[config.mk]
export PLATFORM = sky130hd
export DESIGN_NAME = cal_mult
export DESIGN_NICKNAME = d
export VERILOG_FILES = /design/src/design/assert_macros.svh /design/src/design/cal_mult.sv
export SDC_FILE = /design/constraint.sdc
export NUM_CORES = 2
export LEC_CHECK = 0
export BUFFER_PORTS_ARGS = -buffer_cell sky130_fd_sc_hd__buf_2
export CORE_ASPECT_RATIO = 0.75
export CORE_MARGIN = 10
export CORE_UTILIZATION = 50
export CTS_BUF_LIST = sky130_fd_sc_hd__clkbuf_16
export CTS_CLUSTER_SIZE = 20
export DETAILED_ROUTE_END_ITERATION = 10
export GPL_TIMING_DRIVEN = 0
export PLACE_DENSITY = 0.69
export SLEW_MARGIN = 10
export SYNTH_ARGS = -nofsm -noshare
export SYNTH_HDL_FRONTEND = slang
export SYNTH_SLANG_ARGS = --single-unit
[constraint.sdc]
create_clock -name clk -period 7.8 [get_ports clk]
set_clock_uncertainty 0.15 [all_clocks]
set_input_delay 0 -clock clk [delete_from_list [all_inputs] [get_ports clk]]
set_output_delay 0 -clock clk [all_outputs]
set_load 0.01 [all_outputs]
[src/design/assert_macros.svh]
// ----------------------------------------------------------------------------
// assert_macros.svh
// concurrent assertion helpers, compiled out when SYNTH is defined
// ----------------------------------------------------------------------------
`ifndef ASSERT_MACROS_SVH
`define ASSERT_MACROS_SVH

`ifndef SYNTH
`define ASSERT_IMP(lbl, cond, prop) \
  lbl: assert property (@(posedge clk) disable iff (rst) (cond) |-> (prop)) \
    else $error("assertion failed");
`define ASSERT_NXT(lbl, cond, prop) \
  lbl: assert property (@(posedge clk) disable iff (rst) (cond) |=> (prop)) \
    else $error("assertion failed");
`else
`define ASSERT_IMP(lbl, cond, prop)
`define ASSERT_NXT(lbl, cond, prop)
`endif

`endif

[src/design/cal_mult.sv]
// ----------------------------------------------------------------------------
// cal_mult
// shared signed 32x32 multiplier with registered product
// ----------------------------------------------------------------------------
`timescale 1ns / 1ps
`default_nettype none

module cal_mult (
  input  wire logic               clk,
  input  wire logic signed [31:0] a,
  input  wire logic signed [31:0] b,
  output logic signed [63:0]      p
);

  always_ff @(posedge clk) begin
    p <= 64'(a) * 64'(b);
  end

endmodule

`default_nettype wire

==> out/results.txt <==
Crit path max-delay family - adder cells
Critical path class - input port to flip-flop
Final setup violation count - 0
Synth Area in Compound Gates - 3.464%
Largest net degree at the start of global routing - 23
Launch point of the worst hold path - b[0]
# Max-Cap Violations - 0
Area grow syn2layout - 7.727%
Syn_nets - 5215
First-pass GRT wire length - 206400 um
Die footprint - 85910 um^2
CP Capture Type - flip-flop
Startpoint Class - input port
CTS tree - yes
Req. time, crit path - 7950 ps
Total GRT Usage - 33.43%
Synth top area share - 58.16%
Root buf cell - clkbuf_16
Simple-gate portion of the synthesized area - 15.37%
Gpl congestion - 1.085
Initial antenna violation count - 13
Top sig layer - met5
FF+latch count, synth - 64
CP most frequent cell - fa_1
Status - complete, no violations
Yosys warns - 0
WL met1 - 56240 um
FMAX - 0.1300 GHz
Clock transition at the registers of the reported paths - 60 ps
Layout cells sized above 1 - 9.877%
Post-Synth Adder-Cell Area - 64.34%
CP bufs+invs - 3
Largest Register - p
Relative slew slack - 35.43%
Slowest stage cell, crit path - fa_1
Routed met3 length - 27470 um
Via count of the first global-routing pass - 29510
Met2 WL - 51270 um
Vert. Die Dim - 256.4 um
CTS Buffer Depth - 2
Biggest regs - p: 64 flops
Seq/Total Area, Yosys - 3.440%
Tcrit/Tclk final - 98.59%
Clock sink total - 64
Drt drc - 0
Post-Syn Area - 37240 um^2
Port bufs - 128
Worst Path Arrival - 7840 ps
Initial Util - 50.60%
Slowest cell delay on critical path - 650 ps
Worst-path cell chain - buf_2, clkbuf_2, nand2_1, fa_1, fa_1, inv_1, fa_1, fa_1, fa_1, fa_1, fa_1, fa_1, ha_1, a21oi_1, o21ai_0, a21boi_0, o21ai_0, a211oi_4, o21ai_2, a221o_1, a31oi_1, xnor2_1
Critical path peak fanout - 10
Hpwl dp - 119500 um
Core area - 73600 um^2
Row cnt - 86
Final hold violations - 0
DR vias - 28080
Layout net count - 5376
Die X-Extent - 335.1 um
Max-slew violation total from the final report - 0
DRT Pass-1 Iters - 5
Final ANT Viol Nets - 0
Routed wire length - 139200 um
Fillers - 6710
Critical path depth in cells - 22
CTS buffer count - 9
Ports - 129
Post-synthesis mux area share - 0%
Worst-Margin Slew - 968.5 ps
Avg WL per Cell - 27.71 um
Cells after Synth - 3884
Min Tclk post-route - 7690 ps
CTS H-tree depth - 3
Syn Area/Cell - 9.589 um^2
Main combinational cell family by area after synthesis - adder cells
GR Overflow Total - 0
Number of flops mapped to enable cells by yosys - 0
Largest register FFs - 64
Hold EP - p[1]$_DFF_P_
XOR/XNOR share of the synthesized area - 1.764%
Synth area leader - fa_1
Distinct cells, synth - 63
Worst hold path type - input port to flip-flop
Area contributors post-synth - fa_1, inv_1, and2_1, ha_1, nand2_1
Drt via density - 5.591
TNS Setup - 0 ps
1st-iter DRT viols - 3074
Ys flop type - dfxtp_1
Async S/R FF share, synth - 0%
Hold Path Depth - 3
## synthesized netlist by cell type (2+ instances only)
cell         n
fa_1      1082
inv_1      952
and2_1     516
nand2_1    511
clkbuf_1   195
ha_1       184
a21oi_1     68
dfxtp_1     64
xnor2_1     53
nor2_1      42
o21ai_0     28
a21o_1      23
xor2_1      22
nand3_1     15
o21bai_1    15
a31oi_1     12
nand2b_1     9
and3_1       7
nand4_1      7
nor3_1       6
o31ai_1      6
a211oi_1     4
o21a_1       4
or3_1        4
a211oi_2     3
a21boi_0     3
and4_1       3
buf_2        3
nor2b_1      3
o211ai_1     3
a21o_2       2
buf_1        2
o21ai_2      2
o22a_1       2
## final cells by class
class	instances	area [um^2]	share of cell area [%]
clock inverters	7	95.09	0.2370
clock buffers	9	225.2	0.5614
plain buffers	199	1110	2.766
repair buffers	151	844.6	2.105
well taps	968	1211	3.019
flip-flops and latches	64	1281	3.194
multi-input cells	2668	31750	79.15
inverters	952	3588	8.944
diodes	4	10.01	0.02495
## cell usage in the layout, fill, tap and decap left out, types with 4 or more instances in the layout
master	netlist	routed
a21oi_1	68	67
nand4_1	7	7
clkbuf_1	195	18
inv_1	952	945
or3_1	4	4
ha_1	184	182
xnor2_1	53	53
and2_1	516	515
nand2_1	511	511
buf_6	0	6
nand3_1	15	15
clkbuf_16	0	9
and3_1	7	7
nor3_1	6	5
dfxtp_1	64	64
diode_2	0	4
o21bai_1	15	15
fa_2	0	13
nor2_1	42	42
o21ai_0	28	28
o21a_1	4	4
clkinvlp_4	0	4
buf_2	3	150
a211oi_1	4	4
a31oi_1	12	12
a21o_1	23	23
clkbuf_4	0	36
fa_1	1082	1069
buf_4	0	29
nand2b_1	9	9
clkbuf_2	0	108
xor2_1	22	22
## logic make-up after synthesis
family | Yosys count
adders and majority gates | 1266
buffers and inverters | 1152
and+or+nand+nor | 1134
AOI/OAI and AO/OA | 193
xor gates and xnor gates | 75
DFF | 64
## layer usage
metal | up-vias | track usage, %
li1 | 11380 | -
met1 | 14430 | 47.85
met2 | 2060 | 41.49
met3 | 200 | 20.17
met4 | 8 | 8.412
met5 | - | 0.9195
## worst min-delay path, stage by stage
cell    delay [ps]
buf_2          220
and2_1         160
ha_1           130
## what timing repair did
item | CTS | global route
setup endpoints to repair | 29 | 19
cloned | 0 | 0
hold buffers | 2 | 0
pin swaps | 3 | 7
buffers inserted | 12 | 9
hold endpoints to repair | 2 | 0
resized for setup | 124 | 318
## per-stage QoR
step	instances	utilization (%)	area, um^2	hold slack [ps]	worst slack, ps
after floorplan	3884	-	37240	-22.71	389.2
after global placement	4980	53.12	39090	247.2	-1610
after detailed placement	4980	53.12	39100	247.1	-1546
after CTS	5010	53.99	39740	2.897	1.253
after global routing	5019	54.50	40110	15.20	-23.11
final	5022	54.51	40120	18.32	110.3
## worst max path at each step
stage / end / slack [ps] / start
final: p[61]$_DFF_P_ / 110 / b[17]
after global routing: p[60]$_DFF_P_ / -20 / b[9]
after CTS: p[63]$_DFF_P_ / 1 / a[19]
after detailed placement: p[60]$_DFF_P_ / -1550 / a[12]
after global placement: p[60]$_DFF_P_ / -1610 / a[12]
after floorplan: p[62]$_DFF_P_ / 390 / b[2]
Power is left out: the tool's default activity adds up to more than one toggle a clock period on the data nets, which glitch-free logic cannot reach.
