===== src/design/assert_macros.svh =====
// ----------------------------------------------------------------------------
// assert_macros.svh
// concurrent assertion helpers, compiled out when SYNTH is defined
// ----------------------------------------------------------------------------
`ifndef ASSERT_MACROS_SVH
`define ASSERT_MACROS_SVH

`ifndef SYNTH
`define ASSERT_IMP(lbl, cond, prop) \
  lbl: assert property (@(posedge clk) disable iff (rst) (cond) |-> (prop)) \
    else $error("assertion failed");
`define ASSERT_NXT(lbl, cond, prop) \
  lbl: assert property (@(posedge clk) disable iff (rst) (cond) |=> (prop)) \
    else $error("assertion failed");
`else
`define ASSERT_IMP(lbl, cond, prop)
`define ASSERT_NXT(lbl, cond, prop)
`endif

`endif


===== src/design/cal_pkg.sv =====
// ----------------------------------------------------------------------------
// cal_pkg
// shared types, constants and angle table for the complex accumulator alu
// ----------------------------------------------------------------------------
`timescale 1ns / 1ps
`default_nettype none

package cal_pkg;

  localparam int FRAC_BITS    = 16;
  localparam int CORDIC_STEPS = 16;
  localparam int CORDIC_IW    = (CORDIC_STEPS > 1) ? $clog2(CORDIC_STEPS) : 1;
  localparam int XW           = 35;
  localparam int ZW           = 25;
  localparam logic signed [ZW-1:0] ANGLE_LIMIT = 25'sd5898240;

  localparam logic [2:0] MODE_LOAD = 3'd0;
  localparam logic [2:0] MODE_ADD  = 3'd1;
  localparam logic [2:0] MODE_SUB  = 3'd2;
  localparam logic [2:0] MODE_MUL  = 3'd3;
  localparam logic [2:0] MODE_DIV  = 3'd4;

  typedef struct packed {
    logic        [2:0]  mode;
    logic signed [31:0] operand_re;
    logic signed [31:0] operand_im;
  } cal_cmd_t;

  typedef struct packed {
    logic signed [31:0] result_re;
    logic signed [31:0] result_im;
    logic        [31:0] magnitude;
    logic signed [23:0] angle_degrees;
    logic               divide_by_zero;
    logic               saturated;
  } cal_res_t;

  // atan(2^-i) in degrees, q8.16
  function automatic logic signed [ZW-1:0] atan_deg(input logic [4:0] idx);
    logic signed [ZW-1:0] v;
    unique case (idx)
      5'd0:  v = 25'sd2949120;
      5'd1:  v = 25'sd1740967;
      5'd2:  v = 25'sd919879;
      5'd3:  v = 25'sd466945;
      5'd4:  v = 25'sd234379;
      5'd5:  v = 25'sd117304;
      5'd6:  v = 25'sd58666;
      5'd7:  v = 25'sd29335;
      5'd8:  v = 25'sd14668;
      5'd9:  v = 25'sd7334;
      5'd10: v = 25'sd3667;
      5'd11: v = 25'sd1833;
      5'd12: v = 25'sd917;
      5'd13: v = 25'sd458;
      5'd14: v = 25'sd229;
      5'd15: v = 25'sd115;
      5'd16: v = 25'sd57;
      5'd17: v = 25'sd29;
      5'd18: v = 25'sd14;
      5'd19: v = 25'sd7;
      5'd20: v = 25'sd4;
      5'd21: v = 25'sd2;
      5'd22: v = 25'sd1;
      default: v = '0;
    endcase
    return v;
  endfunction

endpackage

`default_nettype wire


===== src/design/cal_div.sv =====
// ----------------------------------------------------------------------------
// cal_div
// restoring divider, one quotient bit per cycle, flags quotients past 33 bits
// ----------------------------------------------------------------------------
`timescale 1ns / 1ps
`default_nettype none

module cal_div (
  input  wire logic        clk,
  input  wire logic        rst,
  input  wire logic        start,
  input  wire logic [63:0] mag,
  input  wire logic [63:0] den,
  output logic             busy,
  output logic [32:0]      q,
  output logic             big
);

  localparam int QB = 33;
  localparam int SH = QB - cal_pkg::FRAC_BITS;

  logic [63:0] rem;
  logic [63:0] den_r;
  logic [QB-1:0] nlow;
  logic [5:0] cnt;
  logic [63:0] top;
  logic [63+cal_pkg::FRAC_BITS:0] num_full;
  logic [64:0] trial;
  logic        fits;

  assign top      = mag >> SH;
  assign num_full = {mag, {cal_pkg::FRAC_BITS{1'b0}}};
  assign trial    = {rem, nlow[QB-1]};
  assign fits     = trial >= {1'b0, den_r};

  always_ff @(posedge clk) begin
    if (rst) begin
      busy <= 1'b0;
      cnt  <= '0;
    end else if (start) begin
      den_r <= den;
      q     <= '0;
      if (top >= den) begin
        big  <= 1'b1;
        busy <= 1'b0;
      end else begin
        big  <= 1'b0;
        rem  <= top;
        nlow <= num_full[QB-1:0];
        cnt  <= 6'(QB);
        busy <= 1'b1;
      end
    end else if (busy) begin
      rem  <= fits ? 64'(trial - {1'b0, den_r}) : trial[63:0];
      q    <= {q[QB-2:0], fits};
      nlow <= {nlow[QB-2:0], 1'b0};
      cnt  <= cnt - 6'd1;
      if (cnt == 6'd1) begin
        busy <= 1'b0;
      end
    end
  end

endmodule

`default_nettype wire


===== config.mk =====
export PLATFORM = sky130hd
export DESIGN_NAME = cal_div
export DESIGN_NICKNAME = d
export VERILOG_FILES = /design/src/design/assert_macros.svh /design/src/design/cal_pkg.sv /design/src/design/cal_div.sv
export SDC_FILE = /design/constraint.sdc
export NUM_CORES = 1
export LEC_CHECK = 0
export ABC_AREA = 1
export BUFFER_PORTS_ARGS = -buffer_cell sky130_fd_sc_hd__buf_2
export CAP_MARGIN = 30
export CELL_PAD_IN_SITES_DETAIL_PLACEMENT = 0
export CELL_PAD_IN_SITES_GLOBAL_PLACEMENT = 2
export CORE_UTILIZATION = 30
export CTS_BUF_LIST = sky130_fd_sc_hd__clkbuf_4
export CTS_CLUSTER_DIAMETER = 80
export DETAILED_ROUTE_END_ITERATION = 16
export GPL_ROUTABILITY_DRIVEN = 1
export PLACE_DENSITY_LB_ADDON = 0.1
export SYNTH_ARGS = -nofsm -noshare
export SYNTH_HDL_FRONTEND = slang
export SYNTH_SLANG_ARGS = --single-unit
export TNS_END_PERCENT = 100

===== constraint.sdc =====
create_clock -name clk -period 6.4 [get_ports clk]
set_clock_uncertainty 0.2 [all_clocks]
set_input_delay 0 -clock clk [delete_from_list [all_inputs] [get_ports clk]]
set_output_delay 0 -clock clk [all_outputs]
set_load 0.02 [all_outputs]

==> results of run 1 <==
==> worst max-delay path, cell delays in order, from the launching register on <==
cell,delay [ps]
edfxtp_1,450
ha_1,390
a21oi_1,330
o21ai_0,210
a21oi_1,210
nand2_1,100
nand2_1,90
nand3_1,120
nor2_4,770
nand2_4,50
buf_4,330
o21ai_1,240
nor2_1,60
==> where the power goes <==
part / leakage, nW / total (W) / switching (W) / internal [W]
registers: 1.76 / 0.00148 / 0.0000380 / 0.00144
clock network: 0.176 / 0.000803 / 0.000572 / 0.000231
logic: 7.45 / 0.00135 / 0.000837 / 0.000512
==> timing repair <==
item | 4_1_cts | 5_1_grt
hold buffers | 310 | 0
resized for setup | 0 | 0
hold endpoints to repair | 303 | 0
==> state kept, by name (all words and copies together), names as in the netlist <==
signal,cells
big,1
nlow,17
busy,1
cnt,6
den_r,64
q,33
rem,64
==> cell families after synthesis <==
group           count (synthesis)  synth area share [%]
flops                         186                  37.9
simple gates                 1082                  31.6
compound gates                214                  7.75
xor+xnor                       32                  1.93
buf+inv                       398                  10.9
fa+ha+maj                     114                  9.87
==> through the flow <==
step,hold slack (ps),total power [W],std cells
floorplan,-101,0.00230,2026
global placement,-13.8,0.00271,2776
detailed placement,-9.71,0.00271,2778
CTS,4.94,0.00367,3120
global route,25.7,0.00388,3127
finish,56.6,0.00363,3127
==> final cells by class <==
type,count,area (um2),share of cell area [%]
clock inverter,15,219,1.12
tap,615,769,3.95
clock buffer,17,128,0.655
inverter,359,1350,6.91
antenna,7,17.5,0.0899
multi-input combinational,1442,7460,38.3
sequential,186,5520,28.3
timing repair buffer,486,4030,20.7
==> routing by layer <==
| metal | track usage (%) | vias to the layer above | part of all wire [%] |
|---|---|---|---|
| li1 | - | 7437 | - |
| met1 | 31.0 | 6880 | 49 |
| met2 | 36.7 | 249 | 45 |
| met3 | 3.62 | 48 | 3.7 |
| met4 | 6.79 | 0 | 2.1 |
| met5 | 0 | - | 0 |
==> synthesized netlist by cell type, types with 2 or more instances <==
library cell / number / area share [%]
nand3b_1: 57 / 2.9
clkbuf_1: 12 / 0.31
or2_2: 3 / 0.13
inv_1: 355 / 9.2
nor2_1: 215 / 5.6
dfxtp_1: 7 / 0.96
edfxtp_1: 179 / 37
buf_2: 7 / 0.24
xor2_1: 2 / 0.12
o21a_1: 5 / 0.26
nor2_4: 2 / 0.15
buf_6: 8 / 0.62
o21ai_0: 52 / 1.8
nand2_1: 638 / 16
inv_2: 4 / 0.10
nand2_2: 5 / 0.22
o21bai_1: 6 / 0.31
a21oi_1: 119 / 4.1
nand4_1: 20 / 0.86
nor2_2: 5 / 0.22
o21ai_1: 20 / 0.69
a31oi_1: 4 / 0.17
nand3_1: 114 / 3.9
xnor2_1: 30 / 1.8
ha_1: 113 / 9.7
nor3_1: 14 / 0.48
o211ai_1: 2 / 0.10
a21o_1: 3 / 0.15
buf_1: 5 / 0.13
buf_4: 7 / 0.36
nor4_1: 5 / 0.22
==> final timing paths <==
path | to | start | slack (ps)
max | rem[52] | rem[47] | 2620
min | q[18] | rst | 60
max reg2reg | rem[52] | rem[47] | 2620
min reg2reg | cnt[1] | cnt[1] | 320
==> out/metrics.csv, run 1 <==
stage;metric;value;unit
placement;place.gp.congestion;0.917;
cells_and_area;fillers;5054;
floorplanning;coreArea;47700;um2
setup_path;path_class;reg2reg;
sta;hold_violations;0;
placement;placement.cell_area;16000;um2
placement;dp_hpwl;42.9;mm
drt;dr.first_iter.drc_count;770;
grt;grt_usage;22.7;%
setup_path;worst-endpoint-arrival;4150;ps
drt;ant_nets;0;
synthesis;synth-edff-count;179;
cells_and_area;drive_gt1_share;9.42;%
sta;setup_viol;0;
status;status;finished, final reports clean;
synthesis;syn_nets;2271;
drt;post_drt_wl_per_cell;17.6;um
power_and_ir_drop;power.leakage;9.39;nW
synthesis;synth_flop_cell;edfxtp_1;
grt;grt_max_degree;63;
setup_path;crit_fanout;39;
synthesis;ys_ff_latch;186;
drt;vias;14600;
drt;route.detailed.drc;0;
floorplanning;die_area;49300;um2
floorplanning;die_h;222;um
clock_tree;cts_tree;built;
power_and_ir_drop;irDropWorstVdd;0.000111;V
cells_and_area;nets;2737;
grt;first_global_vias;14800;
grt;antenna_found_initial;2;
setup_path;worstSetupEndpointType;flip-flop;
synthesis;syn_inst;2026;
sta;finalMaxSlewViolations;0;
clock_tree;insertion_delay;820;ps
job;maxCapViolations;0;
clock_tree;cts.sinks;186;
sta;period_needed;3780;ps
setup_path;rr_worst_depth;12;
setup_path;cp.required;6770;ps
synthesis;ys_warn_count;0;
synthesis;netlist_area;14500;um2
synthesis;synth_cell_types;39;
min_path;hold_path_depth;3;
drt;drt_pass1_iterations;7;
sta;tns;0;ps
cells_and_area;fin_area;19500;um2
floorplanning;num_rows;80;
drt;drt-total-wl;54.9;mm
sta;max_freq;265;MHz
floorplanning;die_w;222;um
clock_tree;cts_root_buffer;clkbuf_4;
sta;layout_setup_ws;2620;ps
cells_and_area;final_cell_mix;nand2_1 (638), inv_1 (354), dlygate4sd3_1 (310);
drt;via_per_inst;4.67;
cells_and_area;utilization;40.8;%
clock_tree;clk_pin_slew_worst_paths;220;ps
grt;grt_pass1_wl;83.9;mm
power_and_ir_drop;p_per_area;186;nW/um2
synthesis;async_reset_ff_share;0;%
placement;dp_worst_setup_slack;2570;ps
clock_tree;numCtsBuffers;17;
clock_tree;cts_max_level;4;
setup_path;start_kind;flip-flop;
clock_tree;postCtsSetupBuffers;0;
placement;port_buffers;165;
synthesis;syn_avg_cell_area;7.17;um2
min_path;hp-class;in2reg;
grt;grt.overflow.total;0;
sta;rsz0062_at_grt;no;
clock_tree;clockBufferDepth;2;
sta;max_slew_margin;33.8;%
sta;fin_crit_sh;59.0;%
floorplanning;start_util;30.4;%
synthesis;yosysSeqAreaShare;37.9;%
cells_and_area;final_common_cell;nand2_1;
floorplanning;ios;166;
sta;worstMarginPinSlew;990;ps
cells_and_area;area_delta_synth_final;34.1;%
No activity file was read; power rests on OpenSTA's default activity.
==> run 2: changes to the inputs <==
==> constraint.sdc (replaced) <==
create_clock -name clk -period 3.5 [get_ports clk]
set_clock_uncertainty 0.2 [all_clocks]
set_input_delay 0 -clock clk [delete_from_list [all_inputs] [get_ports clk]]
set_output_delay 0 -clock clk [all_outputs]
set_load 0.02 [all_outputs]
==> run 2 against run 1 <==
Total power up 85%. Cell count up 0.67%. Clock-buffer cell count unchanged. Routed wire length down 0.30%. Combinational power up 88%. Die area unchanged. First-iteration DRC count up 10%. Non-clock buffer count up 22. Via count down 0.73%. Hold slack better by 160 ps. Critical path type is now in2reg.
==> out/metrics.csv, run 2 (synthesis results as in run 1) <==
stage;metric;value;unit
status;status;finished, final reports clean;
clock_tree;clockBufferDepth;2;
min_path;hp-class;in2reg;
floorplanning;die_w;222;um
clock_tree;cts_root_buffer;clkbuf_4;
drt;drt-total-wl;54.8;mm
placement;dp_worst_setup_slack;34.1;ps
sta;hold_violations;0;
floorplanning;die_h;222;um
cells_and_area;area_delta_synth_final;35.8;%
placement;port_buffers;165;
sta;max_freq;296;MHz
drt;drt_pass1_iterations;5;
sta;tns;0;ps
job;maxCapViolations;0;
power_and_ir_drop;power.leakage;9.51;nW
drt;ant_nets;0;
setup_path;cp.required;3970;ps
drt;dr.first_iter.drc_count;848;
placement;place.gp.congestion;0.897;
placement;dp.cells;2797;
cells_and_area;largestRegisters;den_r: 64 flops, rem: 64 flops, q: 33 flops;
drt;via_per_inst;4.61;
setup_path;crit_fanout;8;
grt;grt.overflow.total;0;
clock_tree;numCtsBuffers;17;
grt;grt_usage;22.7;%
clock_tree;cts.sinks;186;
setup_path;worst-endpoint-arrival;3850;ps
clock_tree;cts_max_level;4;
clock_tree;insertion_delay;760;ps
power_and_ir_drop;p_per_area;340;nW/um2
setup_path;path_class;in2reg;
setup_path;worstSetupEndpointType;flip-flop;
placement;dp_hpwl;43.4;mm
sta;layout_setup_ws;119;ps
sta;fin_crit_sh;96.6;%
sta;period_needed;3380;ps
sta;finalMaxSlewViolations;0;
grt;first_global_vias;14800;
drt;vias;14500;
grt;grt_pass1_wl;84.0;mm
clock_tree;cts_tree;built;
grt;antenna_found_initial;2;
cells_and_area;finalNonFillerCells;3148;
floorplanning;coreArea;47700;um2
sta;max_slew_margin;55.5;%
sta;worstMarginPinSlew;661;ps
floorplanning;num_rows;80;
floorplanning;ios;166;
sta;whs;215;ps
cells_and_area;final_common_cell;nand2_1;
sta;rsz0062_at_grt;no;
grt;grt_max_degree;52;
clock_tree;clk_pin_slew_worst_paths;200;ps
floorplanning;die_area;49300;um2
cells_and_area;drive_gt1_share;10.1;%
drt;post_drt_wl_per_cell;17.4;um
setup_path;start_kind;input pin;
cells_and_area;final_cell_mix;nand2_1 (638), inv_1 (354), dlygate4sd3_1 (313);
drt;route.detailed.drc;0;
sta;setup_viol;0;
cells_and_area;nets;2759;
floorplanning;start_util;30.4;%
power_and_ir_drop;irDropWorstVdd;0.000188;V
-- run 2: area by class of cell --
cell class / instances / area, um2
Multi-Input combinational cell: 1442 / 7470
Fill cell: 5034 / 28000
Clock inverter: 15 / 210
Sequential cell: 186 / 5520
Timing Repair Buffer: 508 / 4280
Clock buffer: 17 / 128
Antenna cell: 6 / 15.0
Inverter: 359 / 1350
Tap cell: 615 / 769
-- run 2: through the flow --
| stage | total power, W | util (%) | cell area (um2) |
|---|---|---|---|
| after global placement | 0.00502 | 34.0 | 16200 |
| after detailed placement | 0.00502 | 34.0 | 16200 |
| after global routing | 0.00717 | 41.3 | 19700 |
| after CTS | 0.00679 | 41.3 | 19700 |
| final | 0.00671 | 41.3 | 19700 |
| after floorplan | 0.00420 | - | 14500 |
-- run 2: path summary, 6_finish.rpt --
check                           cells after the start       to  slack [ps]    start
worst min-delay path                                4  rem[35]         210    start
worst max-delay path                               15     busy         120  mag[32]
worst min register to register                      2   cnt[1]         330   cnt[1]
worst max register to register                     12  rem[30]         190  rem[47]
-- run 2: per-layer routing --
layer  track usage [%]  share of wire, %
met5                 0                 0
met4              6.32               1.4
met3              3.56               3.9
met2              36.7                45
met1              31.2                49
-- run 2: critical path: stages --
cell and delay (ps):
dlygate4sd3_1 540, buf_2 130, ha_1 280, nand2_1 110
nor3_1 380, nand3_1 160, nand3_1 270, nand2_1 80
nand2_1 230, nand2_1 110, nand3_1 160, dlygate4sd3_1 590
buf_4 160, a21oi_1 70, dlygate4sd3_1 560
-- run 2: timing repair --
item | CTS | global route
buffers inserted | 0 | 0
hold buffers | 313 | 0
hold endpoints to repair | 348 | 0
resized for setup | 0 | 2
setup endpoints to repair | 0 | 65
-- run 2: power by group --
| group | switching, W | internal [W] | total (W) |
|---|---|---|---|
| logic | 0.00156 | 0.000986 | 0.00254 |
| clock network | 0.00104 | 0.000425 | 0.00146 |
| registers | 0.0000686 | 0.00264 | 0.00271 |
