**src/design/assert_macros.svh**
```systemverilog
// ----------------------------------------------------------------------------
// assert_macros.svh
// concurrent assertion helpers, compiled out when SYNTH is defined
// ----------------------------------------------------------------------------
`ifndef ASSERT_MACROS_SVH
`define ASSERT_MACROS_SVH

`ifndef SYNTH
`define ASSERT_IMP(lbl, cond, prop) \
  lbl: assert property (@(posedge clk) disable iff (rst) (cond) |-> (prop)) \
    else $error("assertion failed");
`define ASSERT_NXT(lbl, cond, prop) \
  lbl: assert property (@(posedge clk) disable iff (rst) (cond) |=> (prop)) \
    else $error("assertion failed");
`else
`define ASSERT_IMP(lbl, cond, prop)
`define ASSERT_NXT(lbl, cond, prop)
`endif

`endif

```
**src/design/cal_pkg.sv**
```systemverilog
// ----------------------------------------------------------------------------
// cal_pkg
// shared types, constants and angle table for the complex accumulator alu
// ----------------------------------------------------------------------------
`timescale 1ns / 1ps
`default_nettype none

package cal_pkg;

  localparam int FRAC_BITS    = 16;
  localparam int CORDIC_STEPS = 16;
  localparam int CORDIC_IW    = (CORDIC_STEPS > 1) ? $clog2(CORDIC_STEPS) : 1;
  localparam int XW           = 35;
  localparam int ZW           = 25;
  localparam logic signed [ZW-1:0] ANGLE_LIMIT = 25'sd5898240;

  localparam logic [2:0] MODE_LOAD = 3'd0;
  localparam logic [2:0] MODE_ADD  = 3'd1;
  localparam logic [2:0] MODE_SUB  = 3'd2;
  localparam logic [2:0] MODE_MUL  = 3'd3;
  localparam logic [2:0] MODE_DIV  = 3'd4;

  typedef struct packed {
    logic        [2:0]  mode;
    logic signed [31:0] operand_re;
    logic signed [31:0] operand_im;
  } cal_cmd_t;

  typedef struct packed {
    logic signed [31:0] result_re;
    logic signed [31:0] result_im;
    logic        [31:0] magnitude;
    logic signed [23:0] angle_degrees;
    logic               divide_by_zero;
    logic               saturated;
  } cal_res_t;

  // atan(2^-i) in degrees, q8.16
  function automatic logic signed [ZW-1:0] atan_deg(input logic [4:0] idx);
    logic signed [ZW-1:0] v;
    unique case (idx)
      5'd0:  v = 25'sd2949120;
      5'd1:  v = 25'sd1740967;
      5'd2:  v = 25'sd919879;
      5'd3:  v = 25'sd466945;
      5'd4:  v = 25'sd234379;
      5'd5:  v = 25'sd117304;
      5'd6:  v = 25'sd58666;
      5'd7:  v = 25'sd29335;
      5'd8:  v = 25'sd14668;
      5'd9:  v = 25'sd7334;
      5'd10: v = 25'sd3667;
      5'd11: v = 25'sd1833;
      5'd12: v = 25'sd917;
      5'd13: v = 25'sd458;
      5'd14: v = 25'sd229;
      5'd15: v = 25'sd115;
      5'd16: v = 25'sd57;
      5'd17: v = 25'sd29;
      5'd18: v = 25'sd14;
      5'd19: v = 25'sd7;
      5'd20: v = 25'sd4;
      5'd21: v = 25'sd2;
      5'd22: v = 25'sd1;
      default: v = '0;
    endcase
    return v;
  endfunction

endpackage

`default_nettype wire

```
**src/design/cal_cordic.sv**
```systemverilog
// ----------------------------------------------------------------------------
// cal_cordic
// vectoring cordic, one micro-rotation per cycle, angle in degrees q8.16
// ----------------------------------------------------------------------------
`timescale 1ns / 1ps
`default_nettype none

module cal_cordic (
  input  wire logic               clk,
  input  wire logic               rst,
  input  wire logic               start,
  input  wire logic signed [31:0] re,
  input  wire logic signed [31:0] im,
  output logic                    busy,
  output logic signed [23:0]      angle
);

  localparam int XW = cal_pkg::XW;
  localparam int ZW = cal_pkg::ZW;

  logic signed [XW-1:0] x;
  logic signed [XW-1:0] y;
  logic signed [ZW-1:0] z;
  logic [cal_pkg::CORDIC_IW-1:0] i;
  logic signed [XW-1:0] xs;
  logic signed [XW-1:0] ys;
  logic signed [ZW-1:0] at;
  logic signed [XW-1:0] re_x;
  logic signed [XW-1:0] im_x;

  assign re_x = XW'(re);
  assign im_x = XW'(im);
  assign xs   = x >>> i;
  assign ys   = y >>> i;
  assign at   = cal_pkg::atan_deg(5'(i));

  always_comb begin
    priority if (z > cal_pkg::ANGLE_LIMIT) begin
      angle = 24'(cal_pkg::ANGLE_LIMIT);
    end else if (z < -cal_pkg::ANGLE_LIMIT) begin
      angle = 24'(-cal_pkg::ANGLE_LIMIT);
    end else begin
      angle = 24'(z);
    end
  end

  always_ff @(posedge clk) begin
    if (rst) begin
      busy <= 1'b0;
      i    <= '0;
    end else if (start) begin
      i <= '0;
      priority if (im == 32'sd0) begin
        z    <= '0;
        busy <= 1'b0;
      end else if (re == 32'sd0) begin
        z    <= (im > 32'sd0) ? cal_pkg::ANGLE_LIMIT : -cal_pkg::ANGLE_LIMIT;
        busy <= 1'b0;
      end else begin
        x    <= (re < 32'sd0) ? -re_x : re_x;
        y    <= (re < 32'sd0) ? -im_x : im_x;
        z    <= '0;
        busy <= 1'b1;
      end
    end else if (busy) begin
      if (y >= 0) begin
        x <= x + ys;
        y <= y - xs;
        z <= z + at;
      end else begin
        x <= x - ys;
        y <= y + xs;
        z <= z - at;
      end
      if (i == cal_pkg::CORDIC_IW'(cal_pkg::CORDIC_STEPS - 1)) begin
        busy <= 1'b0;
      end else begin
        i <= i + 1'b1;
      end
    end
  end

endmodule

`default_nettype wire

```
**config.mk**
```make
export PLATFORM = sky130hd
export DESIGN_NAME = cal_cordic
export DESIGN_NICKNAME = d
export VERILOG_FILES = /design/src/design/assert_macros.svh /design/src/design/cal_pkg.sv /design/src/design/cal_cordic.sv
export SDC_FILE = /design/constraint.sdc
export NUM_CORES = 1
export LEC_CHECK = 0
export BUFFER_PORTS_ARGS = -buffer_cell sky130_fd_sc_hd__buf_2
export CAP_MARGIN = 20
export CORE_ASPECT_RATIO = 0.8
export CORE_MARGIN = 2
export CORE_UTILIZATION = 25
export CTS_CLUSTER_DIAMETER = 120
export DETAILED_ROUTE_END_ITERATION = 10
export GPL_ROUTABILITY_DRIVEN = 0
export SLEW_MARGIN = 40
export SYNTH_ARGS = -nofsm -noshare
export SYNTH_HDL_FRONTEND = slang
export SYNTH_SLANG_ARGS = --single-unit
```
**constraint.sdc**
```tcl
create_clock -name clk -period 8.1 [get_ports clk]
set_clock_uncertainty 0.1 [all_clocks]
set_input_delay 0 -clock clk [delete_from_list [all_inputs] [get_ports clk]]
set_output_delay 0 -clock clk [all_outputs]
set_load 0.02 [all_outputs]
```
==> impl_metrics.yaml, run 1 <==
run_status:
  status: "finished clean"
global_routing:
  met1_usage_pct: 21.0
  grt.busiest_layer: "met2"
  met2_usage_pct: 24.4
  grt_max_degree: 71
  overflow: 0
  grt_pass1_wl_um: 87500
  grt_pass1_vias: 15542
  met3_usage_pct: 3.55
  antenna_found_initial: 1
  gr-usage-all-layers_pct: 15.4
clock_network:
  clock-root-buffer: "clkbuf_16"
  cts_buffers: 17
  path_clk_slew_ns: 0.07
  cts_setup_buffers: 0
  cts_max_level: 4
  cts_tree: "done"
  clock_sinks: 122
  hold_buffers: 78
  clkLatencyLatePin_ns: 0.50
  clockBufferDepth: 2
  cts_resized: 0
logic_synthesis:
  syn_area_mm2: 0.0171
  synth_mux_area_share_pct: 16.1
  synth_edf_count: 95
  synth_fa_ha_area_share_pct: 8.01
  synth-main-ff-cell: "edfxtp_1"
  synth-seq-cells: 122
  synth-simple-area-share_pct: 19.3
  synth_compound_area_share_pct: 21.9
  ys_seq_area_share_pct: 19.8
  synth_cell_types: 89
  synth_top_family_by_area: "compound AO/OA/AOI/OAI gates"
  synth_xor_area_share_pct: 10.7
  syn_avg_cell_area_um2: 8.37
  syn_inst: 2049
  synth_nets: 2224
  async_flop_share_pct: 0
  yosys_warnings: 0
critical_path:
  crit_slowest_cell: "dfxtp_4"
  r2r_setup_slack_ns: 1.51
  r2r.worst_path.cells: 19
  slowest_delay_ns: 0.81
  cp-end-kind: "flip-flop"
  r2r_end: "x[33]"
  start_kind: "flip-flop"
  crit_path_cell_trace: "buf_4, mux2_2, mux4_2, a21o_1, or3b_1, nor3_1, a211oi_1, a31o_2, a21oi_1, ha_1, o21a_1, o21a_1, o21a_1, o31a_1, a31oi_1, o211ai_1, a311oi_1, a21oi_1, mux2_2"
  crit_fanout: 55
  r2r_start: "i[3]"
  cpMostUsedCell: "o21a_1"
  arrival_ns: 6.73
  crit_type: "flip-flop to flip-flop"
  worstPathRequired_ns: 8.24
die:
  initial_core_util_pct: 25.4
  die_h_um: 238
  rows: 85
  die_x_um: 297
  core_area_mm2: 0.0675
  fp.dieArea_mm2: 0.0707
  io_pins: 92
routing:
  vias_per_cell: 5.32
  num_vias: 16360
  drtPass1Iterations: 5
  post_drt_wl_per_cell_um: 17.8
  drt_iter0_drc: 1450
  route.detailed.drc: 0
  wirelength_um: 54700
  ant_nets: 0
sta:
  max_freq_mhz: 152
  timing.hold.ws_ns: 0.0388
  hold_violations: 0
  period_share_pct: 81.3
  slew_viol_final: 0
  setup_viol: 0
  rsz0062_at_grt: "false"
  final.setup.tns_ns: 0
  worstMarginPinSlew_ns: 0.786
  period_needed_ns: 6.59
  max_slew_margin_pct: 47.5
placed_design:
  placed_area_mm2: 0.0184
  dp_hpwl_um: 41700
  placed_cells: 2964
  io_buffers: 91
cells_and_area:
  layout-drive-gt1-share_pct: 13.4
  n_antenna_cell: 0
  design_area_mm2: 0.0198
  syn_to_final_growth_pct: 15.4
  final_common_cell: "nand2_1"
  nNetsFinal: 2323
  final_cell_mix: "nand2_1, o21ai_0, nor2_1, a21oi_1, xnor2_1"
  fin_cells: 3074
job:
  max_cap_viol_count: 0
pwr:
  irDropWorstVdd_mv: 0.126
  p_leak_nw: 7.43
  cellPowerDensity_mw_per_mm2: 236
  p_clk_share_pct: 17.0
  power_frac_comb_pct: 59.7
  power.internal_mw: 2.54
  p_sw_mw: 2.13
  pwr-share-seq_pct: 23.3
  sw_frac_of_total_pct: 45.6
worst_hold_path:
  hold_path.class: "input port to flip-flop"
  hold_path_depth: 5
  holdPathEnd: "y[14]"
  worst_hold_startpoint: "im[11]"
==> power by group through the flow <==
stage | clock network (mW) | registers [mW] | logic (mW)
after CTS | 0.813 | 1.07 | 2.78
after global placement | 0 | 1.08 | 2.71
final | 0.794 | 1.09 | 2.79
after detailed placement | 0 | 1.08 | 2.72
after floorplan | 0 | 0.946 | 2.21
after global routing | 0.831 | 1.09 | 3.13
==> cells by family after synthesis <==
group	count (synthesis)
adder cells (fa/ha/maj)	108
XOR/XNOR	207
buffers and inverters	164
AO/OA/AOI/OAI	594
multiplexers	169
AND/OR/NAND/NOR	685
flip-flops	122
==> per-layer routing <==
layer / part of all wire (%) / up-vias
met5: 0.016 / -
met4: 1.9 / 2
met3: 7.2 / 73
met2: 45 / 558
met1: 46 / 7798
li1: - / 7929
==> cell type report <==
type / instances / area [um2]
fillers: 7215 / 47700
multi-input cells: 1763 / 13100
flip-flops and latches: 122 / 3410
repair buffers: 188 / 1390
well taps: 913 / 1140
clock buffers: 21 / 493
inverters: 56 / 210
clock inverters: 11 / 96.3
==> flip-flops by register name, indices dropped and copies added (netlist names) <==
| register | count |
|---|---|
| i | 4 |
| at | 22 |
| busy | 1 |
| x | 35 |
| z | 25 |
| y | 35 |
==> metrics by stage <==
step / power (mW) / utilization, % / setup WS (ns)
2_1_floorplan: 3.15 / - / 1.53
3_3_place_gp: 3.79 / 27.3 / 1.72
3_5_place_dp: 3.80 / 27.3 / 1.56
4_1_cts: 4.66 / 29.3 / 1.55
5_1_grt: 5.05 / 29.3 / 0.935
6_report: 4.67 / 29.3 / 1.51
==> synthesized netlist by cell type (10+ instances only) <==
cell type	instances	share of area, %
nand2_1	238	5.2
o21ai_0	172	5.0
nor2_1	151	3.3
a21oi_1	132	3.9
xnor2_1	129	6.6
ha_1	105	7.7
edfxtp_1	95	17
xor2_1	77	3.9
mux4_2	76	10
clkbuf_1	58	1.3
inv_1	51	1.1
mux2i_1	51	3.0
nor3_1	47	1.4
a21o_1	44	1.9
nand3_1	43	1.3
o31ai_1	43	1.9
and3_1	36	1.3
mux2_2	36	2.4
nand2b_1	28	1.0
dfxtp_1	27	3.2
a211oi_1	23	1.0
buf_2	23	0.67
o21a_1	22	0.96
a31oi_1	21	0.77
nand4_1	21	0.77
or4_1	20	0.88
and2_1	17	0.62
nor2b_1	17	0.62
or3_1	15	0.55
buf_1	14	0.31
o211ai_1	13	0.57
o22ai_1	13	0.47
o41ai_1	13	0.66
or2_2	12	0.44
o21bai_1	11	0.48
nor4_1	10	0.36
==> worst max-delay path by stage <==
| stage | slack (ns) | from | depth (start not counted) | endpoint |
|---|---|---|---|---|
| 3_5_place_dp | 1.56 | i[1] | 20 | x[34] |
| 6_report | 1.51 | i[3] | 19 | x[33] |
| 4_1_cts | 1.55 | i[1] | 20 | x[34] |
| 5_1_grt | 0.94 | i[1] | 20 | x[34] |
| 2_1_floorplan | 1.53 | im[0] | 10 | x[0] |
| 3_3_place_gp | 1.72 | i[3] | 19 | x[33] |
==> worst max-delay path: cells and delay by family, from the launching register on <==
kind / cells / cell delay (ns)
compound gates: 12 / 2.62
fa+ha+maj: 1 / 0.32
buf+inv: 1 / 0.43
flops: 1 / 0.81
mux: 3 / 1.19
simple gates: 2 / 0.82
Note: power is estimated with default switching activity, not from simulation.
==> run 2: changes to the inputs <==
- clock period: 8.1 -> 6.3 ns (I/O delays scaled with it)
==> run 2 against run 1 <==
Sequential power up 27%. Cell count up 1.3%. Via count up 3.0%. Clock-buffer cell count down 4. Register-to-register slack worse by 1.1 ns. Critical endpoint is now y[32].
==> impl_metrics.yaml, run 2 (same netlist as run 1, synthesis figures left out) <==
routing:
  vias_per_cell: 5.41
  ant_nets: 0
  drtPass1Iterations: 6
  post_drt_wl_per_cell_um: 18.1
  route.detailed.drc: 0
  num_vias: 16854
  wirelength_um: 56400
  drt_iter0_drc: 1488
clock_network:
  cts_tree: "done"
  cts_buffers: 17
  clkLatencyLatePin_ns: 0.47
  clock-root-buffer: "clkbuf_16"
  clock_sinks: 122
  clockBufferDepth: 2
  path_clk_slew_ns: 0.07
  cts_max_level: 4
sta:
  hold_violations: 0
  timing.hold.ws_ns: 0.0460
  max_slew_margin_pct: 50.9
  period_needed_ns: 5.92
  setup_viol: 0
  slew_viol_final: 0
  fin_ws_ns: 0.384
  period_share_pct: 93.9
  max_freq_mhz: 169
  worstMarginPinSlew_ns: 0.733
pwr:
  cellPowerDensity_mw_per_mm2: 303
  p_leak_nw: 7.66
  irDropWorstVdd_mv: 0.156
cells_and_area:
  layout-drive-gt1-share_pct: 15.6
  multi_input_area_mm2: 0.0131
  final_common_cell: "nand2_1"
  seqCellArea_mm2: 0.00341
  nNetsFinal: 2362
  syn_to_final_growth_pct: 17.9
  largestRegisters: "x x35, y x35, z x25"
  fillCellCount: 7192
  fin_cells: 3114
  final_core_util_pct: 29.9
  final_cell_mix: "nand2_1, o21ai_0, nor2_1, a21oi_1, xnor2_1"
global_routing:
  met2_usage_pct: 24.9
  grt_pass1_vias: 15744
  grt_max_degree: 71
  antenna_found_initial: 3
  overflow: 0
  gr-usage-all-layers_pct: 15.5
  grt_pass1_wl_um: 87700
  met3_usage_pct: 3.63
  met1_usage_pct: 20.4
  grt.busiest_layer: "met2"
run_status:
  status: "finished clean"
critical_path:
  start_kind: "flip-flop"
  crit_type: "flip-flop to flip-flop"
  cp-end-kind: "flip-flop"
  arrival_ns: 6.02
  worstPathRequired_ns: 6.40
  crit_fanout: 17
die:
  initial_core_util_pct: 25.4
  fp.dieArea_mm2: 0.0707
  die_h_um: 238
  io_pins: 92
  core_area_mm2: 0.0675
  die_x_um: 297
  rows: 85
worst_hold_path:
  hold_path.class: "input port to flip-flop"
placed_design:
  placed_cells: 3000
  dp_slack_ns: 0.0366
  dp_hpwl_um: 42600
  io_buffers: 91
job:
  max_cap_viol_count: 0
[run 2: cell types whose count changed in the layout (fill, tap and decap cells not counted), moves of 4 or more]
cell	before	now
buf_4	19	57
dlygate4sd3_1	78	71
inv_8	0	5
buf_12	0	4
clkinv_4	4	0
[run 2: what timing repair did]
item                                    4_1_cts  5_1_grt
hold endpoints to repair                     81        0
buffers inserted                              0       10
endpoints found under the setup margin        0       13
resized for setup                             0       12
hold buffers                                 71        0
[run 2: where the power goes]
group / switching [mW] / internal (mW) / leakage (nW)
combinational: 2.04 / 1.66 / 6.24
clock: 0.471 / 0.564 / 0.286
sequential: 0.299 / 1.08 / 1.14
total: 2.81 / 3.31 / 7.66
[run 2: final cells by class]
class	count	area share, %
antenna	1	0.0124
clock buffer	17	2.10
clock inverter	15	0.805
inverter	56	1.04
multi-input combinational	1763	64.8
sequential	122	16.9
tap	913	5.65
timing repair buffer	227	8.70
[run 2: critical path, stage by stage (launching register included)]
cell and delay, ns:
dfxtp_4 0.56, buf_16 0.21, mux4_2 0.55, mux4_2 0.52
nor2_1 0.15, nand3_1 0.15, nor3_2 0.19, inv_1 0.13
nor2_1 0.12, a21oi_1 0.08, xor2_1 0.17, ha_1 0.36
a21o_1 0.19, a21o_1 0.19, a2111oi_1 0.41, o21ai_0 0.21
o21bai_1 0.18, a31oi_1 0.17, or4_1 0.46, nand4_1 0.10
or3b_2 0.44
[run 2: layer usage]
layer	routed length (um)	vias up
met4	1550	4
li1	-	8026
met1	24900	8050
met2	25500	656
met5	24	-
met3	4390	118
[run 2: worst paths after layout]
check	from	to	slack (ns)	cells after the start
worst min register to register	x[0]	x[0]	0.63	2
worst max-delay path	i[1]	y[32]	0.38	20
worst min-delay path	im[11]	y[13]	0.05	5
worst max register to register	i[1]	y[32]	0.38	20
[run 2: through the flow]
stage / instance area, um2 / TNS (ns) / power, mW
2_1_floorplan: 17200 / 0 / 4.05
3_3_place_gp: 18700 / 0 / 4.94
3_5_place_dp: 18700 / 0 / 4.95
4_1_cts: 20000 / 0 / 6.06
5_1_grt: 20200 / -0.0983 / 6.61
6_report: 20200 / 0 / 6.12
