File: config.mk
export PLATFORM = sky130hd
export DESIGN_NAME = cal_sqrt
export DESIGN_NICKNAME = d
export VERILOG_FILES = /design/src/design/assert_macros.svh /design/src/design/cal_sqrt.sv
export SDC_FILE = /design/constraint.sdc
export NUM_CORES = 1
export LEC_CHECK = 0
export ABC_AREA = 1
export BUFFER_PORTS_ARGS = -buffer_cell sky130_fd_sc_hd__buf_2
export CAP_MARGIN = 0
export CORE_ASPECT_RATIO = 1.5
export CORE_MARGIN = 2
export CORE_UTILIZATION = 45
export CTS_CLUSTER_DIAMETER = 30
export DETAILED_ROUTE_END_ITERATION = 7
export HOLD_SLACK_MARGIN = 0.02
export PLACE_DENSITY = 0.67
export REMOVE_ABC_BUFFERS = 1
export SLEW_MARGIN = 20
export SYNTH_ARGS = -nofsm -noshare
export SYNTH_HDL_FRONTEND = slang
export SYNTH_SLANG_ARGS = --single-unit
File: constraint.sdc
create_clock -name clk -period 8.6 [get_ports clk]
set_input_delay 1.72 -clock clk [delete_from_list [all_inputs] [get_ports clk]]
set_output_delay 1.72 -clock clk [all_outputs]
set_load 0.02 [all_outputs]
File: src/design/assert_macros.svh
// ----------------------------------------------------------------------------
// assert_macros.svh
// concurrent assertion helpers, compiled out when SYNTH is defined
// ----------------------------------------------------------------------------
`ifndef ASSERT_MACROS_SVH
`define ASSERT_MACROS_SVH

`ifndef SYNTH
`define ASSERT_IMP(lbl, cond, prop) \
  lbl: assert property (@(posedge clk) disable iff (rst) (cond) |-> (prop)) \
    else $error("assertion failed");
`define ASSERT_NXT(lbl, cond, prop) \
  lbl: assert property (@(posedge clk) disable iff (rst) (cond) |=> (prop)) \
    else $error("assertion failed");
`else
`define ASSERT_IMP(lbl, cond, prop)
`define ASSERT_NXT(lbl, cond, prop)
`endif

`endif

File: src/design/cal_sqrt.sv
// ----------------------------------------------------------------------------
// cal_sqrt
// bit-pair integer square root of a 64-bit value, one result bit per cycle
// ----------------------------------------------------------------------------
`timescale 1ns / 1ps
`default_nettype none

module cal_sqrt (
  input  wire logic        clk,
  input  wire logic        rst,
  input  wire logic        start,
  input  wire logic [63:0] v,
  output logic             busy,
  output logic [31:0]      root
);

  logic [63:0] vs;
  logic [35:0] rem;
  logic [5:0]  cnt;
  logic [35:0] r2;
  logic [35:0] trial;

  assign r2    = {rem[33:0], vs[63:62]};
  assign trial = {2'b00, root, 2'b01};

  always_ff @(posedge clk) begin
    if (rst) begin
      busy <= 1'b0;
      cnt  <= '0;
    end else if (start) begin
      vs   <= v;
      rem  <= '0;
      root <= '0;
      cnt  <= 6'd32;
      busy <= 1'b1;
    end else if (busy) begin
      if (r2 >= trial) begin
        rem  <= r2 - trial;
        root <= {root[30:0], 1'b1};
      end else begin
        rem  <= r2;
        root <= {root[30:0], 1'b0};
      end
      vs  <= {vs[61:0], 2'b00};
      cnt <= cnt - 6'd1;
      if (cnt == 6'd1) begin
        busy <= 1'b0;
      end
    end
  end

endmodule

`default_nettype wire

==> out/summary.txt, run 1 <==
# rows -> 61
Critical Path RT -> 8.65 ns
CTS tree -> done
residual DRC count -> 0
Switching Fraction -> 0.318
Worst Path Max Fanout -> 131
worst path bufs/invs -> 3
CTS root buffer -> clkbuf_16
share of flip-flops with an asynchronous set or reset -> 0
slew margin rel. -> 0.323
clock buffer depth -> 2
Filler Cell Count -> 1858
global-route wire length before repair -> 32300 um
WP depth -> 4
dpl ws -> 4.80 ns
layout cell share with drive strength beyond 1 -> 0.117
most frequent cell after synthesis -> nand2_1
total gr overflow -> 0
Cells after Synth -> 1155
Final GP Congestion -> 0.950
area of the mapped netlist -> 8500 um^2
Clock power frac -> 0.359
unrepaired setup endpoints after global routing -> false
vias post-DR -> 7156
Total Neg Setup Slack -> 0 ns
clock skew -> 0.00824 ns
max_cap viols -> 0
YS warnings -> 0
sequential area share after synthesis -> 0.476
post-CTS resize count -> 0
measured slew at the worst slew-check pin -> 1.02 ns
total CTS buffers -> 17
Post-CTS Setup Bufs -> 0
fin cells -> 1513
Sw Pwr -> 643 uW
synthesized flop and latch total -> 137
fin crit share -> 0.394
Setup CP Type -> in2reg
DR vias/cell -> 4.73
Fin. Hold Viols -> 0
final wirelength -> 19900 um
Critical Path AT -> 3.44 ns
time the worst path needs with I/O delays and setup -> 3.38 ns
final worst slack -> 5.22 ns
slowest CP cell -> buf_4
dpl cells -> 1481
die span in x -> 116 um
outcome -> finished clean
DRT Pass-1 Iters -> 5
fin. max-slew vios -> 0
main combinational cell family by area after synthesis -> simple AND/OR/NAND/NOR gates
largest cells by area after synthesis -> edfxtp_1 46%, nand2_1 24%, inv_1 7.2%
largest area contributor in the netlist -> edfxtp_1
mux share of post-synthesis cell area -> 0
Synth Area in XOR/XNOR -> 0.0196
reg2reg path depth -> 16
routed length per instance -> 13.1 um
Gate power share -> 0.234
Initial Util -> 0.458
most common flop cell mapped by yosys -> edfxtp_1
clock sinks -> 137
Max Freq -> 295 MHz
Crit. End Element -> flop
Die Y -> 172 um
Post-DP HPWL -> 14500 um
Antenna Nets Post-Route -> 0
number of synthesized flops with an enable pin -> 130
vias in the first global route -> 7045
Post-synth top cells -> 533 x nand2_1, 164 x inv_1, 143 x nor2_1
critical-path cell list -> buf_4, inv_2, a21oi_4, buf_12
antenna violations before repair -> 0
Reg clk slew, reported paths -> 0.06 ns
hold buffer count at cts -> 0
core region area -> 18500 um^2
NumNets Final -> 1351
top cell type's share of synthesized area -> 0.459
pwr/cell area -> 206 nW/um^2
Syn-to-layout area delta -> 15.4%
Max IR drop VDD -> 137 uV
hold slack -> 0.490 ns
Reg power frac -> 0.407
Int Pwr -> 1380 uW
Crit path max-delay family -> buffers and inverters
hold path cells -> 2
n_diodes -> 0
initial drt markers -> 367
Yosys cell types -> 33
Post-Synth Simple-Gate Area -> 0.341
Avg Cell Area, Syn -> 7.36 um^2
worst hold path class -> reg2reg
final setup violation count -> 0
clock insertion delay at the later pin of the skew report -> 0.43 ns
Ports -> 100
H-tree depth -> 4
post-synthesis adder-cell area fraction -> 0.0530
largest net degree at the start of global routing -> 132
gr usage total -> 0.208
Critical Path Source Type -> input pin
complex-gate fraction of the synthesized area -> 0.0211
Pleak -> 0.00511 uW
die area -> 20000 um^2
PortBufs -> 99
Slowest Stage Delay on Critical Path -> 0.73 ns
==> registers in the layout, indices dropped and copies added, names as in the netlist <==
register,count
busy,1
vs,64
cnt,6
rem,34
root,32
==> through the flow <==
stage | utilization | total power, uW | area (um^2)
after detailed placement | 0.497 | 1310 | 9230
after global routing | 0.529 | 2130 | 9810
after floorplan | - | 1180 | 8370
after global placement | 0.497 | 1300 | 9230
final | 0.529 | 2020 | 9810
after CTS | 0.529 | 2040 | 9810
==> cell usage in the layout, fill, tap and decap left out, types with 6 or more instances in the layout <==
| cell | instances |
|---|---|
| xnor2_1 | 17 |
| ha_1 | 36 |
| dfxtp_1 | 7 |
| nand2_1 | 533 |
| nand3_1 | 16 |
| edfxtp_1 | 130 |
| inv_6 | 6 |
| nand3b_1 | 11 |
| nor3_1 | 9 |
| a21oi_1 | 23 |
| nand4_1 | 7 |
| buf_2 | 98 |
| clkbuf_16 | 19 |
| nor2_1 | 143 |
| inv_1 | 164 |
==> layout make-up <==
class,count,area [um^2],area share
Timing Repair Buffer,102,533,0.0543
Clock buffer,20,489,0.0499
Clock inverter,12,96.3,0.00982
Tap cell,252,315,0.0321
Sequential cell,137,4040,0.412
Multi-Input combinational cell,823,3710,0.378
Inverter,167,627,0.0639
==> worst min-delay path, delay by kind of cell, from the launching register on <==
family / cells / cell delay (ns)
compound gates: 1 / 0.06
simple gates: 1 / 0.06
flops: 1 / 0.32
==> worst paths after layout <==
kind	to	startpoint	slack [ns]
max	rem[23]	start	5.22
min reg2reg	cnt[0]	cnt[0]	0.49
max reg2reg	rem[33]	rem[16]	5.44
min	cnt[0]	cnt[0]	0.49
==> metal layers <==
| metal | GRT usage | vias to the layer above | part of all wire |
|---|---|---|---|
| met4 | 0.0947 | 0 | 0.032 |
| met5 | 0 | - | 0 |
| met2 | 0.383 | 163 | 0.53 |
| met1 | 0.227 | 3207 | 0.40 |
| met3 | 0.0400 | 42 | 0.041 |
| li1 | - | 3744 | - |
==> power groups by stage <==
stage          Combinational (uW)  Sequential (uW)  Clock, uW
3_5_place_dp                  472              837          0
2_1_floorplan                 329              850          0
4_1_cts                       476              823        739
3_3_place_gp                  467              835          0
5_1_grt                       541              828        765
6_report                      474              822        725
==> kinds of logic after synthesis <==
family,Yosys count
DFF,137
xor gates and xnor gates,19
AOI/OAI and AO/OA,33
adders and majority gates,36
and+or+nand+nor,735
buffers and inverters,195
Power figures use the tool's default switching activity.
==> inputs of run 2 (changes only) <==
--- a/config.mk
+++ b/config.mk
@@ -14,7 +14,7 @@
 export CTS_CLUSTER_DIAMETER = 30
 export DETAILED_ROUTE_END_ITERATION = 7
 export HOLD_SLACK_MARGIN = 0.02
-export PLACE_DENSITY = 0.67
+export PLACE_DENSITY = 0.64
 export REMOVE_ABC_BUFFERS = 1
 export SLEW_MARGIN = 20
 export SYNTH_ARGS = -nofsm -noshare
==> constraint.sdc (replaced) <==
create_clock -name clk -period 3.4 [get_ports clk]
set_input_delay 0.68 -clock clk [delete_from_list [all_inputs] [get_ports clk]]
set_output_delay 0.68 -clock clk [all_outputs]
set_load 0.02 [all_outputs]
==> out/summary.txt, run 2 (synthesized netlist as in run 1, its figures left out) <==
largest reg by FF count -> vs
outcome -> finished clean
Post-CTS Setup Bufs -> 0
total gr overflow -> 0
Worst Path Max Fanout -> 38
Final GP Congestion -> 0.943
Ports -> 100
Critical Path AT -> 2.79 ns
initial drt markers -> 336
Setup CP Type -> reg2reg
Reg clk slew, reported paths -> 0.07 ns
worst hold path class -> in2reg
residual DRC count -> 0
Syn-to-layout area delta -> 16.2%
hold path cells -> 2
Worst R2R Setup Slack -> 0.79 ns
DRT Pass-1 Iters -> 5
PortBufs -> 99
core region area -> 18500 um^2
Fin. Hold Viols -> 0
layout cell share with drive strength beyond 1 -> 0.120
Initial Util -> 0.458
DR vias/cell -> 4.73
fin. max-slew vios -> 0
WHS Endpoint -> cnt[5]
clock skew -> 0.0157 ns
final setup violation count -> 0
most common cell after layout, fill and taps aside -> nand2_1
max reg flops -> 64
Antenna Nets Post-Route -> 0
clock buffer depth -> 2
Post-DP HPWL -> 15500 um
total CTS buffers -> 17
largest net degree at the start of global routing -> 99
gr usage total -> 0.216
Die Y -> 172 um
fin cells -> 1518
CTS tree -> done
FF-to-FF Start -> rem[16]
n_diodes -> 0
unrepaired setup endpoints after global routing -> false
R2R Path End -> rem[18]
measured slew at the worst slew-check pin -> 1.04 ns
hold buffer count at cts -> 0
clock insertion delay at the later pin of the skew report -> 0.43 ns
vias post-DR -> 7173
reg2reg path depth -> 11
routed length per instance -> 13.5 um
die span in x -> 116 um
pwr/cell area -> 518 nW/um^2
# rows -> 61
vias in the first global route -> 7218
Critical Path Source Type -> flop
NumNets Final -> 1356
slew margin rel. -> 0.307
dpl ws -> 0.811 ns
H-tree depth -> 4
time the worst path needs with I/O delays and setup -> 2.61 ns
post-CTS resize count -> 0
max_cap viols -> 0
Pleak -> 0.00514 uW
Critical Path RT -> 3.58 ns
Hold Startpoint -> rst
CTS root buffer -> clkbuf_16
Max Freq -> 384 MHz
global-route wire length before repair -> 33500 um
final wirelength -> 20500 um
Max IR drop VDD -> 268 uV
dpl cells -> 1486
final worst slack -> 0.795 ns
clock sinks -> 137
Tot Pwr -> 5120 uW
Regs by FF count -> vs: 64 flops, rem: 34 flops, root: 32 flops
crit path from -> rem[16]
commonest cells after routing, fill and taps aside -> 533 x nand2_1, 164 x inv_1, 143 x nor2_1
fin crit share -> 0.766
antenna violations before repair -> 0
die area -> 20000 um^2
Crit. End Element -> flop
==> run 2: cell count changes in the layout (fill, tap and decap cells not counted) <==
cell | previous run | this run
clkinv_2 | 3 | 1
clkbuf_8 | 1 | 0
clkinv_8 | 0 | 2
inv_4 | 1 | 2
inv_6 | 6 | 3
clkbuf_16 | 19 | 17
buf_4 | 3 | 5
buf_12 | 1 | 4
inv_8 | 2 | 6
clkinv_4 | 0 | 1
==> run 2: power by group <==
part           internal, uW  leakage [uW]  switching, uW
Combinational           417       0.00353            800
Clock                   982      0.000290            845
Sequential             2020       0.00132           55.8
==> run 2: final cells by class <==
class,count,area [um^2]
sequential,137,4040
clock inverter,15,153
inverter,167,627
multi-input combinational,823,3710
timing repair buffer,107,608
clock buffer,17,425
tap,252,315
fill,1912,8670
==> run 2: worst max-delay path by stage <==
stage | slack, ns | cells after the start | end
2_1_floorplan | -4.82 | 2 | rem[0]
3_3_place_gp | 0.84 | 11 | rem[33]
3_5_place_dp | 0.81 | 13 | rem[33]
4_1_cts | 0.79 | 13 | rem[33]
5_1_grt | 0.59 | 12 | rem[33]
6_report | 0.79 | 11 | rem[18]
==> run 2: per-stage QoR <==
stage | utilization | setup TNS, ns | hold WS [ns] | cell area (um^2)
2_1_floorplan | - | -631.30 | 0.461 | 8370
5_1_grt | 0.533 | 0 | 0.478 | 9880
4_1_cts | 0.533 | 0 | 0.465 | 9880
3_3_place_gp | 0.502 | 0 | 0.477 | 9300
6_report | 0.533 | 0 | 0.479 | 9880
3_5_place_dp | 0.502 | 0 | 0.487 | 9300
==> run 2: layer usage <==
layer,vias to the layer above,wire [um],track usage
met5,-,0,0
met4,0,626,0.0885
met3,41,937,0.0477
met2,161,10700,0.402
met1,3207,8190,0.232
li1,3764,-,-
==> run 2: critical path: stages (launching register included) <==
cell and delay, ns:
edfxtp_1 0.41, ha_1 0.36, nand2_1 0.13, nor2_1 0.29
nand2_1 0.15, nor3_2 0.15, nand3_1 0.11, nand4_2 0.11
buf_4 0.39, nand2_1 0.12, nand2_1 0.08, nor2_1 0.05
==> inputs of run 3 (changes only) <==
--- a/config.mk
+++ b/config.mk
@@ -14,7 +14,7 @@
 export CTS_CLUSTER_DIAMETER = 30
 export DETAILED_ROUTE_END_ITERATION = 7
 export HOLD_SLACK_MARGIN = 0.02
-export PLACE_DENSITY = 0.64
+export PLACE_DENSITY = 0.67
 export REMOVE_ABC_BUFFERS = 1
 export SLEW_MARGIN = 20
 export SYNTH_ARGS = -nofsm -noshare
==> constraint.sdc (replaced) <==
create_clock -name clk -period 2.23 [get_ports clk]
set_input_delay 0.446 -clock clk [delete_from_list [all_inputs] [get_ports clk]]
set_output_delay 0.446 -clock clk [all_outputs]
set_load 0.02 [all_outputs]
==> out/summary.txt, run 3 (synthesized netlist as in run 1, its figures left out) <==
outcome -> finished, violations left
failing checks -> setup timing
Reg clk slew, reported paths -> 0.06 ns
total CTS buffers -> 17
layout cell share with drive strength beyond 1 -> 0.330
Post-DP HPWL -> 15600 um
fin. max-slew vios -> 0
measured slew at the worst slew-check pin -> 0.667 ns
most common cell after layout, fill and taps aside -> nand2_1
final setup violation count -> 6
commonest cells after routing, fill and taps aside -> 487 x nand2_1, 141 x buf_4, 130 x edfxtp_1
Critical Path AT -> 2.43 ns
Total Neg Setup Slack -> -0.0525 ns
final core utilization -> 0.637
Setup CP Type -> reg2reg
Pleak -> 0.00589 uW
Die Y -> 172 um
Initial Util -> 0.458
CTS root buffer -> clkbuf_16
hold path cells -> 2
max_cap viols -> 0
largest reg by FF count -> vs
Gate power share -> 0.312
Critical Path RT -> 2.41 ns
Sw Pwr -> 2790 uW
core region area -> 18500 um^2
worst hold path class -> in2reg
clock skew -> 0.0101 ns
routed length per instance -> 13.5 um
Fin. Hold Viols -> 0
Final GP Congestion -> 0.934
initial drt markers -> 425
dpl ws -> -0.219 ns
Antenna Nets Post-Route -> 0
die span in x -> 116 um
CTS tree -> done
Syn-to-layout area delta -> 39.0%
cell mode on critical path -> nand2_1
time the worst path needs with I/O delays and setup -> 2.25 ns
Ports -> 100
NumNets Final -> 1497
hold slack -> 0.260 ns
slowest CP cell -> edfxtp_1
Clock power frac -> 0.317
H-tree depth -> 4
n_diodes -> 0
# rows -> 61
residual DRC count -> 0
reg2reg path depth -> 11
Slowest Stage Delay on Critical Path -> 0.46 ns
fin crit share -> 1.01
DR vias/cell -> 4.74
vias in the first global route -> 7664
clock sinks -> 137
Int Pwr -> 5840 uW
Multi-input gate area -> 4510 um^2
Worst Path Max Fanout -> 28
PortBufs -> 99
critical-path cell list -> ha_4, nand2_4, nor2_4, nand4_1, nor2_2, nand3_2, nand4_4, buf_12, nand2_1, nand2_1, nor2_1
Worst R2R Setup Slack -> -0.02 ns
Regs by FF count -> vs: 64 flops, rem: 34 flops, root: 32 flops
worst path bufs/invs -> 1
Crit. End Element -> flop
register area -> 4040 um^2
gr usage total -> 0.225
clock insertion delay at the later pin of the skew report -> 0.43 ns
slew margin rel. -> 0.555
unrepaired setup endpoints after global routing -> true
Max IR drop VDD -> 518 uV
Crit path max-delay family -> simple AND/OR/NAND/NOR gates
Max Freq -> 445 MHz
DRT Pass-1 Iters -> 5
pwr/cell area -> 731 nW/um^2
max reg flops -> 64
Critical Path Source Type -> flop
Switching Fraction -> 0.323
final wirelength -> 22400 um
global-route wire length before repair -> 35100 um
WP depth -> 11
Reg power frac -> 0.371
Filler Cell Count -> 1651
largest net degree at the start of global routing -> 99
Finished Cell Area -> 11800 um^2
die area -> 20000 um^2
total gr overflow -> 0
dpl cell area -> 10000 um^2
vias post-DR -> 7857
antenna violations before repair -> 0
clock buffer depth -> 2
final worst slack -> -0.0182 ns
==> run 3: changes by cell type in the layout (fill, tap and decap cells not counted), sizes merged <==
cell and change:
clkbuf +1, inv -5, clkinvlp +2, clkinv +2, bufinv +1, buf +140
==> run 3: layout make-up <==
class                   instances  area share
multi-input cells             823       0.382
flip-flops and latches        137       0.342
repair buffers                248       0.148
inverters                     167      0.0531
clock buffers                  17      0.0360
well taps                     252      0.0267
clock inverters                15      0.0121
==> run 3: stage by stage <==
step / total power (uW) / instances
floorplan: 4550 / 1127
global placement: 5350 / 1581
detailed placement: 5370 / 1581
CTS: 8360 / 1629
global route: 9060 / 1659
finish: 8630 / 1659
==> run 3: timing repair <==
action                     CTS  global route
setup endpoints to repair   34            34
hold buffers                 0             0
pin swaps                   11            25
buffers inserted            14            30
resized for setup           74           132
gates cloned                 2             1
==> run 3: path summary, 6_finish.rpt <==
path / endpoint / from
max reg2reg: rem[26] / rem[5]
min reg2reg: cnt[0] / cnt[0]
min: cnt[5] / rst
max: rem[26] / rem[5]
==> run 3: power groups by stage <==
| stage | logic (uW) | registers (uW) | clock network [uW] |
|---|---|---|---|
| after floorplan | 1270 | 3280 | 0 |
| after global placement | 2130 | 3220 | 0 |
| after detailed placement | 2150 | 3220 | 0 |
| after CTS | 2400 | 3190 | 2780 |
| after global routing | 2990 | 3220 | 2850 |
| final | 2690 | 3200 | 2740 |
==> run 3: per-layer routing <==
metal	global-route usage	part of all wire
met3	0.0452	0.037
met5	0	0
met4	0.0952	0.033
met1	0.242	0.39
met2	0.422	0.54
